**src/rlss_pkg.sv**
```systemverilog
// Shared types and constants for the rotation LED sequencer with speed control.
package rlss_pkg;

  // Field and register widths.
  localparam int unsigned PERIOD_W    = 16;
  localparam int unsigned CNT_W       = 16;
  localparam int unsigned BTN_W       = 6;
  localparam int unsigned LED_W       = 6;
  localparam int unsigned OP_W        = 2;
  localparam int unsigned MODE_W      = 2;
  localparam int unsigned SPEED_W     = 2;
  localparam int unsigned NUM_REGS    = 4;
  localparam int unsigned CFG_INDEX_W = 2;

  // Number of speed levels; the top level is capped by the number of period registers.
  localparam int unsigned SPEED_LEVELS = 4;
  localparam int unsigned LEVEL_CAP    = (SPEED_LEVELS > NUM_REGS) ? NUM_REGS : SPEED_LEVELS;
  localparam logic [SPEED_W-1:0] TOP_LEVEL = SPEED_W'(LEVEL_CAP - 1);

  // Saturation value of the tick and second counters.
  localparam logic [CNT_W-1:0] CNT_MAX = {CNT_W{1'b1}};

  // Event kinds carried in tuser.
  localparam logic [OP_W-1:0] OP_PINS   = 2'd0;
  localparam logic [OP_W-1:0] OP_TICK   = 2'd1;
  localparam logic [OP_W-1:0] OP_SECOND = 2'd2;

  // Mode codes, also reported on the result channel.
  localparam logic [MODE_W-1:0] MODE_IDLE  = 2'd0;
  localparam logic [MODE_W-1:0] MODE_ROT   = 2'd1;
  localparam logic [MODE_W-1:0] MODE_RESET = 2'd2;

  // Button masks as they appear in the press latch.
  localparam logic [BTN_W-1:0] BTN_RESET  = 6'h01;
  localparam logic [BTN_W-1:0] BTN_FASTER = 6'h04;
  localparam logic [BTN_W-1:0] BTN_SLOWER = 6'h08;
  localparam logic [BTN_W-1:0] BTN_FLIP   = 6'h20;

  // LED masks.
  localparam logic [LED_W-1:0] LED_ONE   = 6'h02;
  localparam logic [LED_W-1:0] LED_TWO   = 6'h04;
  localparam logic [LED_W-1:0] LED_THREE = 6'h08;
  localparam logic [LED_W-1:0] LED_FIVE  = 6'h20;
  localparam logic [LED_W-1:0] LED_RING  = LED_ONE | LED_TWO | LED_THREE;

  // Division by three as multiply by ceil(2^17 / 3) and shift; exact for 16-bit values.
  localparam int unsigned RECIP_W     = 17;
  localparam int unsigned RECIP_SHIFT = 17;
  localparam logic [RECIP_W-1:0] RECIP_THIRD = 17'h0AAAB;

  typedef logic [PERIOD_W-1:0] period_t;

  // Period of the selected level and its phase length (period / 3).
  typedef struct packed {
    period_t period;
    period_t phase;
  } period_sel_t;

  // Reset contents of the period registers and their precomputed thirds.
  localparam period_t PERIOD_RESET [NUM_REGS] = '{16'd900, 16'd750, 16'd600, 16'd300};
  localparam period_t PHASE_RESET  [NUM_REGS] = '{16'd300, 16'd250, 16'd200, 16'd100};

endpackage

```
**src/rotation_led_sequencer_speed_control_top.sv**
```systemverilog
// Top level of the rotation LED sequencer: event intake, mode machine and result channel.
// An accepted item passes the input register, then the state registers, before its result is valid.
// Throughput: one item per cycle while out_tready does not stall; the mode machine finishes each item in one step.
// The state registers double as the result register, so the result holds while it stalls.
// Reset (rst_n low, synchronous): idle mode, all counters, latch and LEDs cleared,
// period registers back to 900, 750, 600 and 300 ticks.
module rotation_led_sequencer_speed_control_top (
  input  logic                             clk,
  input  logic                             rst_n,
  // Input channel.
  input  logic                             in_tvalid,
  output logic                             in_tready,
  input  logic [7:0]                       in_tdata,   // [5:0] pins
  input  logic [1:0]                       in_tuser,   // [1:0] op
  // Result channel.
  output logic                             out_tvalid,
  input  logic                             out_tready,
  output logic [15:0]                      out_tdata,  // [5:0] led_port, [7:6] mode,
                                                       // [9:8] speed_level, [10] clockwise
  // Configuration port.
  input  logic                             cfg_we,
  input  logic [rlss_pkg::CFG_INDEX_W-1:0] cfg_index,
  input  logic [rlss_pkg::PERIOD_W-1:0]    cfg_wdata
);

  // Input register.
  logic                          s1_valid_r;
  logic [rlss_pkg::OP_W-1:0]     s1_op_r;
  logic [rlss_pkg::BTN_W-1:0]    s1_pins_r;

  logic out_valid_r;
  logic out_free;
  logic s1_adv;
  logic in_acc;

  // Block state.
  logic [rlss_pkg::MODE_W-1:0]  mode_r,   mode_nxt;
  logic [rlss_pkg::BTN_W-1:0]   latch_r,  latch_nxt;
  logic [rlss_pkg::BTN_W-1:0]   prev_r,   prev_nxt;
  logic [rlss_pkg::CNT_W-1:0]   sec_r,    sec_nxt;
  logic [rlss_pkg::CNT_W-1:0]   tick_r,   tick_nxt;
  logic [rlss_pkg::SPEED_W-1:0] speed_r,  speed_nxt;
  logic                         dir_r,    dir_nxt;
  logic [rlss_pkg::LED_W-1:0]   led_r,    led_nxt;

  // State after the event, before the mode machine step.
  logic [rlss_pkg::BTN_W-1:0]   fall;
  logic [rlss_pkg::BTN_W-1:0]   ev_latch;
  logic [rlss_pkg::CNT_W-1:0]   ev_tick;
  logic [rlss_pkg::CNT_W-1:0]   ev_sec;
  logic [rlss_pkg::LED_W-1:0]   ring_on;
  logic [rlss_pkg::PERIOD_W:0]  two_phase;

  rlss_pkg::period_sel_t sel;

  rlss_period_bank u_period_bank (
    .clk       (clk),
    .rst_n     (rst_n),
    .cfg_we    (cfg_we),
    .cfg_index (cfg_index),
    .cfg_wdata (cfg_wdata),
    .level     (speed_r),
    .sel       (sel)
  );

  // Handshake: the input register moves on whenever the result slot is free or being taken.
  assign out_free  = !out_valid_r || out_tready;
  assign s1_adv    = s1_valid_r && out_free;
  assign in_tready = !s1_valid_r || out_free;
  assign in_acc    = in_tvalid && in_tready;

  always_ff @(posedge clk) begin
    if (!rst_n) begin
      s1_valid_r  <= 1'b0;
      out_valid_r <= 1'b0;
    end else begin
      if (in_acc) begin
        s1_valid_r <= 1'b1;
      end else if (s1_adv) begin
        s1_valid_r <= 1'b0;
      end
      if (out_free) begin
        out_valid_r <= s1_valid_r;
      end
    end
  end

  always_ff @(posedge clk) begin
    if (in_acc) begin
      s1_op_r   <= in_tuser;
      s1_pins_r <= in_tdata[rlss_pkg::BTN_W-1:0];
    end
  end

  // Event update: edge detection on pin samples, saturating tick and second counters.
  always_comb begin
    fall     = '0;
    prev_nxt = prev_r;
    ev_latch = latch_r;
    ev_tick  = tick_r;
    ev_sec   = sec_r;
    case (s1_op_r)
      rlss_pkg::OP_PINS: begin
        fall     = (prev_r ^ s1_pins_r) & ~s1_pins_r;
        prev_nxt = s1_pins_r;
        // The highest-numbered falling button wins.
        for (int i = 0; i < rlss_pkg::BTN_W; i++) begin
          if (fall[i]) begin
            ev_latch = rlss_pkg::BTN_W'(1) << i;
          end
        end
      end
      rlss_pkg::OP_TICK: begin
        if (tick_r != rlss_pkg::CNT_MAX) begin
          ev_tick = tick_r + 1'b1;
        end
      end
      rlss_pkg::OP_SECOND: begin
        if (sec_r != rlss_pkg::CNT_MAX) begin
          ev_sec = sec_r + 1'b1;
        end
      end
      default: begin
      end
    endcase
  end

  // Which ring LED is lit for the current tick count.
  assign two_phase = {1'b0, sel.phase} << 1;

  always_comb begin
    if (ev_tick <= sel.phase) begin
      ring_on = dir_r ? rlss_pkg::LED_ONE : rlss_pkg::LED_THREE;
    end else if ({1'b0, ev_tick} <= two_phase) begin
      ring_on = rlss_pkg::LED_TWO;
    end else begin
      ring_on = dir_r ? rlss_pkg::LED_THREE : rlss_pkg::LED_ONE;
    end
  end

  // Mode machine: one step per item.
  always_comb begin
    mode_nxt  = mode_r;
    latch_nxt = ev_latch;
    tick_nxt  = ev_tick;
    sec_nxt   = ev_sec;
    speed_nxt = speed_r;
    dir_nxt   = dir_r;
    led_nxt   = led_r;
    case (mode_r)
      rlss_pkg::MODE_IDLE: begin
        led_nxt = led_r | rlss_pkg::LED_FIVE;
        if (ev_latch == rlss_pkg::BTN_FASTER || ev_latch == rlss_pkg::BTN_SLOWER) begin
          mode_nxt = rlss_pkg::MODE_ROT;
        end
      end
      rlss_pkg::MODE_ROT: begin
        led_nxt = (led_r & ~rlss_pkg::LED_RING) | ring_on;
        if (ev_tick >= sel.period) begin
          tick_nxt = '0;
        end
        // Speed changes and the direction flip wait for a full second each time.
        if (ev_latch == rlss_pkg::BTN_FASTER) begin
          if (ev_sec != '0) begin
            if (speed_r < rlss_pkg::TOP_LEVEL) begin
              speed_nxt = speed_r + 1'b1;
            end
            sec_nxt = '0;
          end
        end else if (ev_latch == rlss_pkg::BTN_SLOWER) begin
          if (ev_sec != '0) begin
            if (speed_r != '0) begin
              speed_nxt = speed_r - 1'b1;
            end
            sec_nxt = '0;
          end
        end
        if (ev_latch == rlss_pkg::BTN_FLIP) begin
          if (ev_sec != '0) begin
            dir_nxt = ~dir_r;
            sec_nxt = '0;
          end
          latch_nxt = '0;
        end
        if (ev_latch == rlss_pkg::BTN_RESET) begin
          mode_nxt = rlss_pkg::MODE_RESET;
        end
      end
      default: begin
        // Resetting: clear LEDs, counters and the latch, then go back to idle.
        led_nxt   = '0;
        tick_nxt  = '0;
        sec_nxt   = '0;
        latch_nxt = '0;
        mode_nxt  = rlss_pkg::MODE_IDLE;
      end
    endcase
  end

  // State registers; they change only when an item moves into the result slot.
  always_ff @(posedge clk) begin
    if (!rst_n) begin
      mode_r  <= rlss_pkg::MODE_IDLE;
      latch_r <= '0;
      prev_r  <= '1;
      sec_r   <= '0;
      tick_r  <= '0;
      speed_r <= '0;
      dir_r   <= 1'b0;
      led_r   <= '0;
    end else if (s1_adv) begin
      mode_r  <= mode_nxt;
      latch_r <= latch_nxt;
      prev_r  <= prev_nxt;
      sec_r   <= sec_nxt;
      tick_r  <= tick_nxt;
      speed_r <= speed_nxt;
      dir_r   <= dir_nxt;
      led_r   <= led_nxt;
    end
  end

  // Result channel.
  assign out_tvalid = out_valid_r;
  assign out_tdata  = {5'b0, dir_r, speed_r, mode_r, led_r};

  // A resetting step always returns to idle with all LEDs dark.
  a_reset_step: assert property (@(posedge clk) disable iff (!rst_n)
    s1_adv && mode_r == rlss_pkg::MODE_RESET |=> led_r == '0 && mode_r == rlss_pkg::MODE_IDLE)
    else $error("resetting step did not clear LEDs and return to idle");

  // After a rotation step exactly one ring LED is lit.
  a_ring_onehot: assert property (@(posedge clk) disable iff (!rst_n)
    s1_adv && mode_r == rlss_pkg::MODE_ROT |=> $onehot(led_r[3:1]))
    else $error("ring LEDs not one-hot after rotation step");

  // The speed level never passes the top level.
  a_speed_limit: assert property (@(posedge clk) disable iff (!rst_n)
    speed_r <= rlss_pkg::TOP_LEVEL)
    else $error("speed level above top level");

  // State only moves when an item advances into the result slot.
  a_state_hold: assert property (@(posedge clk) disable iff (!rst_n)
    !s1_adv |=> $stable(mode_r) && $stable(speed_r) && $stable(led_r) && $stable(dir_r))
    else $error("state changed without an item");

endmodule

```
**src/rlss_period_bank.sv**
```systemverilog
// Period registers per speed level, with the phase length computed at write time.
module rlss_period_bank (
  input  logic                             clk,
  input  logic                             rst_n,
  input  logic                             cfg_we,
  input  logic [rlss_pkg::CFG_INDEX_W-1:0] cfg_index,
  input  logic [rlss_pkg::PERIOD_W-1:0]    cfg_wdata,
  input  logic [rlss_pkg::SPEED_W-1:0]     level,
  output rlss_pkg::period_sel_t            sel
);

  localparam int unsigned PROD_W = rlss_pkg::PERIOD_W + rlss_pkg::RECIP_W;

  rlss_pkg::period_t period_r [rlss_pkg::NUM_REGS];
  rlss_pkg::period_t phase_r  [rlss_pkg::NUM_REGS];

  logic [PROD_W-1:0]  third_prod;
  rlss_pkg::period_t  phase_nxt;

  // One third of the written value, by reciprocal multiplication.
  assign third_prod = PROD_W'(cfg_wdata) * PROD_W'(rlss_pkg::RECIP_THIRD);
  assign phase_nxt  = third_prod[rlss_pkg::RECIP_SHIFT +: rlss_pkg::PERIOD_W];

  // Register writes; the phase is stored alongside the period.
  always_ff @(posedge clk) begin
    if (!rst_n) begin
      for (int i = 0; i < rlss_pkg::NUM_REGS; i++) begin
        period_r[i] <= rlss_pkg::PERIOD_RESET[i];
        phase_r[i]  <= rlss_pkg::PHASE_RESET[i];
      end
    end else if (cfg_we) begin
      period_r[cfg_index] <= cfg_wdata;
      phase_r[cfg_index]  <= phase_nxt;
    end
  end

  // Values for the current speed level.
  assign sel.period = period_r[level];
  assign sel.phase  = phase_r[level];

endmodule
```
**config.mk**
```make
export PLATFORM = sky130hd
export DESIGN_NAME = rotation_led_sequencer_speed_control_top
export DESIGN_NICKNAME = d
export VERILOG_FILES = /design/src/rlss_pkg.sv /design/src/rotation_led_sequencer_speed_control_top.sv /design/src/rlss_period_bank.sv
export SDC_FILE = /design/constraint.sdc
export NUM_CORES = 1
export LEC_CHECK = 0
export BUFFER_PORTS_ARGS = -buffer_cell sky130_fd_sc_hd__buf_2
export CORE_ASPECT_RATIO = 1.75
export CORE_MARGIN = 2
export CORE_UTILIZATION = 65
export DETAILED_ROUTE_END_ITERATION = 10
export MAX_ROUTING_LAYER = met4
export PLACE_DENSITY = 0.83
export SKIP_LAST_GASP = 1
export SYNTH_ARGS = -nofsm -noshare
export SYNTH_HDL_FRONTEND = slang
export SYNTH_HIERARCHICAL = 1
export SYNTH_SLANG_ARGS = --single-unit
```
**constraint.sdc**
```tcl
create_clock -name clk -period 9.8 [get_ports clk]
set_input_delay 1.47 -clock clk [delete_from_list [all_inputs] [get_ports clk]]
set_output_delay 1.47 -clock clk [all_outputs]
set_load 0.005 [all_outputs]
```
==> results.toml, run 1 <==
[routing]
first_pass_iters = 5
wire_per_inst_um = 20.78
vias = 11322
routed_wl_um = 37580
drt_drc_violations_left = 0
postRouteAntennaNets = 0
detailedRoute.firstIterationViolations = 751
post_drt_via_cell_ratio = 6.259

[placed_design]
portBuffers = 41
detailedPlacementHpwl_um = 28840
dpl.cell_count = 1777
gp_routability_congestion = 1.086

[cells_and_area]
layout.core_utilization = 0.7047
finish.net_count = 1783
filler_cell_count = 1665
most_frequent_standard_cell_in_the_layout_excluding_fill_and_tap_cells = "inv_1"
drive_above_1_share = 0.09808
fin_cells = 1809
area_growth_pct = 6.484
antenna_cells_inserted = 0
layout.cells.most_common_list = "226 x inv_1, 177 x ha_1, 132 x edfxtp_1"

[global_routing]
number_of_global_route_vias_before_repair = 11691
gr-total-overflow = 0
grt_first_pass_wirelength_um = 59130
combined_global_route_utilization_of_all_metal_layers = 0.3264
grt_start_max_net_pins = 41
number_of_antenna_violations_at_the_first_check_in_global_routing = 0

[critical_path]
crit_chain = "buf_2 -> ha_1 -> xor2_1 -> ha_1 -> inv_1 -> fa_1 -> inv_1 -> fa_1 -> fa_1 -> inv_1 -> fa_1 -> inv_1 -> ha_1 -> a21oi_1 -> o21ai_0 -> a21oi_1 -> o31a_1 -> o31ai_2 -> xnor2_1 -> nor2_1"
timing.critical_path.from_type = "primary input"
required_ps = 9990
worst_setup_path_end_kind = "flop"
worst_path_max_fanout = 12
arrival_ps = 6900
timing.critical_path.max_delay_family = "adder cells"
slowest_stage = "fa_1"
max_stage_delay_ps = 570
crit_type = "primary input to flop"
critical_path.n_buffers_inverters = 5

[synth]
syn_area_sq_um = 15050
synth_top_cell_area_share = 0.2634
synth_largest_area_cell = "edfxtp_1"
synth-warning-count = 6
netlist_instances = 1469
ys_ff_latch = 187
number_of_flops_mapped_to_enable_cells_by_yosys = 132
synthFlopType = "edfxtp_1"
ys_top_cells_by_area = "edfxtp_1 26%, ha_1 15%, fa_1 10%, dfxtp_1 7.3%, inv_1 5.6%"
synthArstFlopShare = 0
synth.lib_cells_used.distinct = 94
avgSynthCellArea_sq_um = 10.25
yosysSeqAreaShare = 0.3365

[timing]
final-hold-violation-count = 0
worst_pin_slew_ps = 884.4
timing.fmax_ghz = 0.1490
maxSlewHeadroom = 0.4083
setup_tns_ps = 0
worst_clock_skew_ps = 8.987
post-route-period-util = 0.6849
period_needed_ps = 6712
rsz0062_at_grt = "no"
finalHoldWorstSlack_ps = 471.4
slew_violations = 0
setup_viol = 0

[run_status]
status = "finished clean"

[cts]
cts-resized-gates = 0
tritoncts.num_buffers = 17
worstSkewPairLatency_ps = 450
tritoncts_num_sinks = 187
cts_tree = "yes"
cts-hold-fix-buffers = 0
post-cts-setup-buffers = 0
ctsLongestPathBuffers = 2
cts-htree-levels = 4
clock_tree.root_cell = "clkbuf_16"
clk_pin_slew_worst_paths_ps = 70

[worst_hold_path]
hold_path.class = "flop to flop"

[floorplanning]
fp-row-count = 73
design.die.area_sq_um = 24440
die_ht_um = 205.3
core_area_sq_um = 22740
die_width_um = 119.0
io-pin-count = 51
start_util = 0.6618

[flow_run]
maxCapViolations = 0

[power_and_ir_drop]
power.density_nw_per_um2 = 256.6
worst_ir_drop_vdd_v = 0.0002315
cellLeakagePower_nw = 7.196
power.total_w = 0.004112
==> cells by family (layout without fill, tap and decap cells) <==
family,after synthesis,after routing,synth area share
muxes,41,41,0.05312
other,2,8,0.0004990
AOI/OAI and AO/OA,248,248,0.1202
and+or+nand+nor,427,427,0.1453
DFF,187,187,0.3365
adders and majority gates,254,254,0.2496
buffers and inverters,276,310,0.07449
xor gates and xnor gates,34,34,0.02028
==> cell usage after synthesis (all sizes together), types with 22 or more instances <==
library cell	number
nor2	109
edfxtp	132
fa	77
a21oi	56
nor3	22
inv	226
buf	24
a21o	30
clkbuf	26
nand4	27
dfxtp	55
nand2b	26
ha	177
nand3	30
nand2	112
mux4	31
o21ai	38
==> final timing paths <==
path | start | endpoint | slack [ps] | depth (start not counted)
min | led_r[1] | led_r[1] | 470 | 1
min reg2reg | led_r[1] | led_r[1] | 470 | 1
max reg2reg | tick_r[3] | tick_r[9] | 4550 | 17
max | cfg_wdata[1] | u_period_bank/phase_r[2][12] | 3090 | 20
==> area by class of cell <==
type | instances | area [sq um] | area share
Clock buffer | 20 | 436.7 | 0.02725
Clock inverter | 12 | 115.1 | 0.007182
Inverter | 226 | 848.3 | 0.05293
Multi-Input combinational cell | 1012 | 8897 | 0.5552
Sequential cell | 187 | 5066 | 0.3161
Tap cell | 300 | 375.4 | 0.02342
Timing Repair Buffer | 52 | 287.8 | 0.01796
==> power breakdown <==
part | switching [W] | internal [W] | total (W) | leakage (nW)
clock network | 0.000302 | 0.000353 | 0.000654 | 0.269
logic | 0.00158 | 0.000879 | 0.00246 | 5.19
registers | 0.0000301 | 0.000964 | 0.000994 | 1.74
total | 0.00192 | 0.00220 | 0.00411 | 7.20
==> stage by stage <==
step | instance area (sq um) | setup slack [ps]
2_1_floorplan | 15070 | 3555
3_3_place_gp | 15470 | 2892
3_5_place_dp | 15470 | 2776
4_1_cts | 16030 | 3215
5_1_grt | 16030 | 2925
6_report | 16030 | 3088
==> sequential cells by signal (all words and copies together), names as in the netlist <==
register	count
speed_r	2
prev_r	6
latch_r	6
tick_r	16
out_tvalid	1
s1_op_r	2
led_r	4
s1_pins_r	6
u_period_bank/period_r	64
u_period_bank/phase_r	60
sec_r	16
mode_r	2
dir_r	1
s1_valid_r	1
==> per-layer routing <==
layer  track usage  share of wire
met1        0.3027           0.33
met2        0.6135           0.56
met3       0.03354          0.035
met4        0.2355          0.073
met5             -              0
Power figures use the tool's default switching activity.
==> run 2, diff against run 1 <==
--- a/config.mk
+++ b/config.mk
@@ -8,10 +8,10 @@
 export BUFFER_PORTS_ARGS = -buffer_cell sky130_fd_sc_hd__buf_2
 export CORE_ASPECT_RATIO = 1.75
 export CORE_MARGIN = 2
-export CORE_UTILIZATION = 65
+export CORE_UTILIZATION = 58
 export DETAILED_ROUTE_END_ITERATION = 10
 export MAX_ROUTING_LAYER = met4
-export PLACE_DENSITY = 0.83
+export PLACE_DENSITY = 0.78
 export SKIP_LAST_GASP = 1
 export SYNTH_ARGS = -nofsm -noshare
 export SYNTH_HDL_FRONTEND = slang
==> constraint.sdc (replaced) <==
create_clock -name clk -period 5.65 [get_ports clk]
set_input_delay 0.8475 -clock clk [delete_from_list [all_inputs] [get_ports clk]]
set_output_delay 0.8475 -clock clk [all_outputs]
set_load 0.005 [all_outputs]
==> run 2 against run 1 <==
Against the previous run: combinational power up 140%; register-to-register slack worse by 3700 ps; non-clock buffer count is 121 higher; clock power grew 71%; final area rose by 7.4%; global-route usage is 3.9 points lower; die area is 12% higher; largest power group unchanged; sequential share of layout area shrank 2.2 points; cell count up 7.8%; setup slack worse by 2900 ps; sequential power increased by 72%; flip-flop and latch count stayed put; critical path type unchanged.
==> results.toml, run 2 (synthesis gave the netlist of run 1 again) <==
[run_status]
status = "finished clean"

[floorplanning]
start_util = 0.5842
fp-row-count = 78
core_area_sq_um = 25760
design.die.area_sq_um = 27300
die_width_um = 125.8
io-pin-count = 51
die_ht_um = 217.1

[timing]
final-hold-violation-count = 0
fin_ws_ps = 185.9
timing.fmax_ghz = 0.1830
setup_viol = 0
slew_violations = 0
post-route-period-util = 0.9671
finalHoldWorstSlack_ps = 474.0
maxSlewHeadroom = 0.4144
period_needed_ps = 5464
worst_pin_slew_ps = 875.3
worst_clock_skew_ps = 6.568
setup_tns_ps = 0

[critical_path]
critical_path.reg2reg.endpoint = "tick_r[6]"
timing.critical_path.from_type = "primary input"
arrival_ps = 5770
worst_path_max_fanout = 8
worst_r2r_startpoint = "tick_r[3]"
worst-r2r-setup-slack_ps = 890
required_ps = 5960
worst-r2r-cell-count = 19
crit_type = "primary input to flop"
worst_setup_path_end_kind = "flop"

[cells_and_area]
drive_above_1_share = 0.1853
most_frequent_standard_cell_in_the_layout_excluding_fill_and_tap_cells = "inv_1"
area_growth_pct = 14.37
finish.net_count = 1904
layout.cells.most_common_list = "224 x inv_1, 165 x ha_1, 132 x edfxtp_1"
max_flop_register = "u_period_bank/period_r"
antenna_cells_inserted = 0
largestRegisters = "u_period_bank/period_r: 64 flops, u_period_bank/phase_r: 60 flops"
filler_cell_count = 1936
max_reg_flops = 64

[cts]
cts-htree-levels = 4
tritoncts_num_sinks = 187
clk_pin_slew_worst_paths_ps = 70
tritoncts.num_buffers = 17
worstSkewPairLatency_ps = 440
clock_tree.root_cell = "clkbuf_16"
cts_tree = "yes"
ctsLongestPathBuffers = 2

[worst_hold_path]
hold_path_startpoint = "led_r[2]"
hold_path.class = "flop to flop"
worst_hold_path.num_cells = 1
worstHoldEndpoint = "led_r[2]"

[power_and_ir_drop]
relative_contribution_of_combinational_cells_to_total_power = 0.674
clock_network_fraction_of_total_power = 0.129
power.total_w = 0.008659
p_switching_w = 0.003749
worst_ir_drop_vdd_v = 0.0004967
cellLeakagePower_nw = 7.813
power.density_nw_per_um2 = 503.0
power.share.sequential = 0.197
sw_frac_of_total = 0.4329
internal-power_w = 0.004910

[global_routing]
grt_first_pass_wirelength_um = 59490
number_of_global_route_vias_before_repair = 12162
gr-total-overflow = 0
number_of_antenna_violations_at_the_first_check_in_global_routing = 0
combined_global_route_utilization_of_all_metal_layers = 0.2874
grt_start_max_net_pins = 33

[placed_design]
detailedPlacementHpwl_um = 29920
portBuffers = 41
placement.setup.worst_slack_ps = -507.2
gp_routability_congestion = 1.043

[routing]
wire_per_inst_um = 19.28
routed_wl_um = 37600
postRouteAntennaNets = 0
first_pass_iters = 5
vias = 11528
detailedRoute.firstIterationViolations = 966
drt_drc_violations_left = 0
post_drt_via_cell_ratio = 5.912

[flow_run]
maxCapViolations = 0
[run 2: cell types whose count changed in the layout (fill, tap and decap cells not counted), moves of 3 or more]
cell      change
buf_4       +120
ha_1         -12
ha_4         +10
xor2_1        -5
xor2_2        +5
clkbuf_1      -3
[run 2: worst max-delay path: stages]
cell and delay [ps]:
buf_2 140, buf_4 160, ha_4 270, inv_1 50, fa_1 520, fa_1 540, inv_1 60, fa_1 520
inv_1 50, fa_1 530, inv_1 40, ha_1 290, ha_1 310, buf_4 130, nand2_1 90, nor3_2 290
a21boi_4 280, o2111ai_4 210, a211o_1 360, nand2_1 80
[run 2: how the worst max path moves through the flow]
stage,startpoint,endpoint,slack (ps),cells past startpoint
finish,cfg_wdata[4],u_period_bank/phase_r[3][11],190,20
global route,cfg_wdata[2],u_period_bank/phase_r[0][10],-30,21
CTS,cfg_wdata[3],u_period_bank/phase_r[2][12],10,19
detailed placement,cfg_wdata[3],u_period_bank/phase_r[3][5],-510,21
global placement,cfg_wdata[3],u_period_bank/phase_r[0][12],-370,19
floorplan,cfg_wdata[3],u_period_bank/phase_r[2][12],30,18
[run 2: repair_timing]
action,CTS,global route
resized for setup,1,40
hold buffers,0,0
pin swaps,0,7
endpoints found under the setup margin,6,56
buffers inserted,0,3
[run 2: routing by layer]
| metal | global-route usage | wire, um |
|---|---|---|
| met4 | 0.1890 | 2761 |
| met2 | 0.5470 | 21130 |
| met1 | 0.2666 | 12480 |
| met5 | - | 0 |
| met3 | 0.03048 | 1235 |
[run 2: per-stage QoR]
| stage | util | instance area [sq um] | std cells |
|---|---|---|---|
| 2_1_floorplan | - | 15070 | 1475 |
| 3_3_place_gp | 0.6358 | 16380 | 1915 |
| 3_5_place_dp | 0.6358 | 16380 | 1915 |
| 4_1_cts | 0.6571 | 16930 | 1947 |
| 5_1_grt | 0.6681 | 17210 | 1950 |
| 6_report | 0.6681 | 17210 | 1950 |
[run 2: power by group through the flow]
stage / combinational (W) / clock (W) / sequential [W]
floorplan: 0.00326 / 0 / 0.00172
detailed placement: 0.00532 / 0 / 0.00174
global placement: 0.00515 / 0 / 0.00173
CTS: 0.00537 / 0.00113 / 0.00171
global route: 0.00645 / 0.00119 / 0.00172
finish: 0.00584 / 0.00112 / 0.00171
[run 2: cell type report]
| class | count | area, sq um | area share |
|---|---|---|---|
| multi-input cells | 1012 | 9154 | 0.5318 |
| well taps | 320 | 400.4 | 0.02326 |
| repair buffers | 173 | 1202 | 0.06985 |
| clock inverters | 15 | 117.6 | 0.006832 |
| clock buffers | 17 | 425.4 | 0.02471 |
| inverters | 226 | 848.3 | 0.04928 |
| flip-flops and latches | 187 | 5066 | 0.2943 |
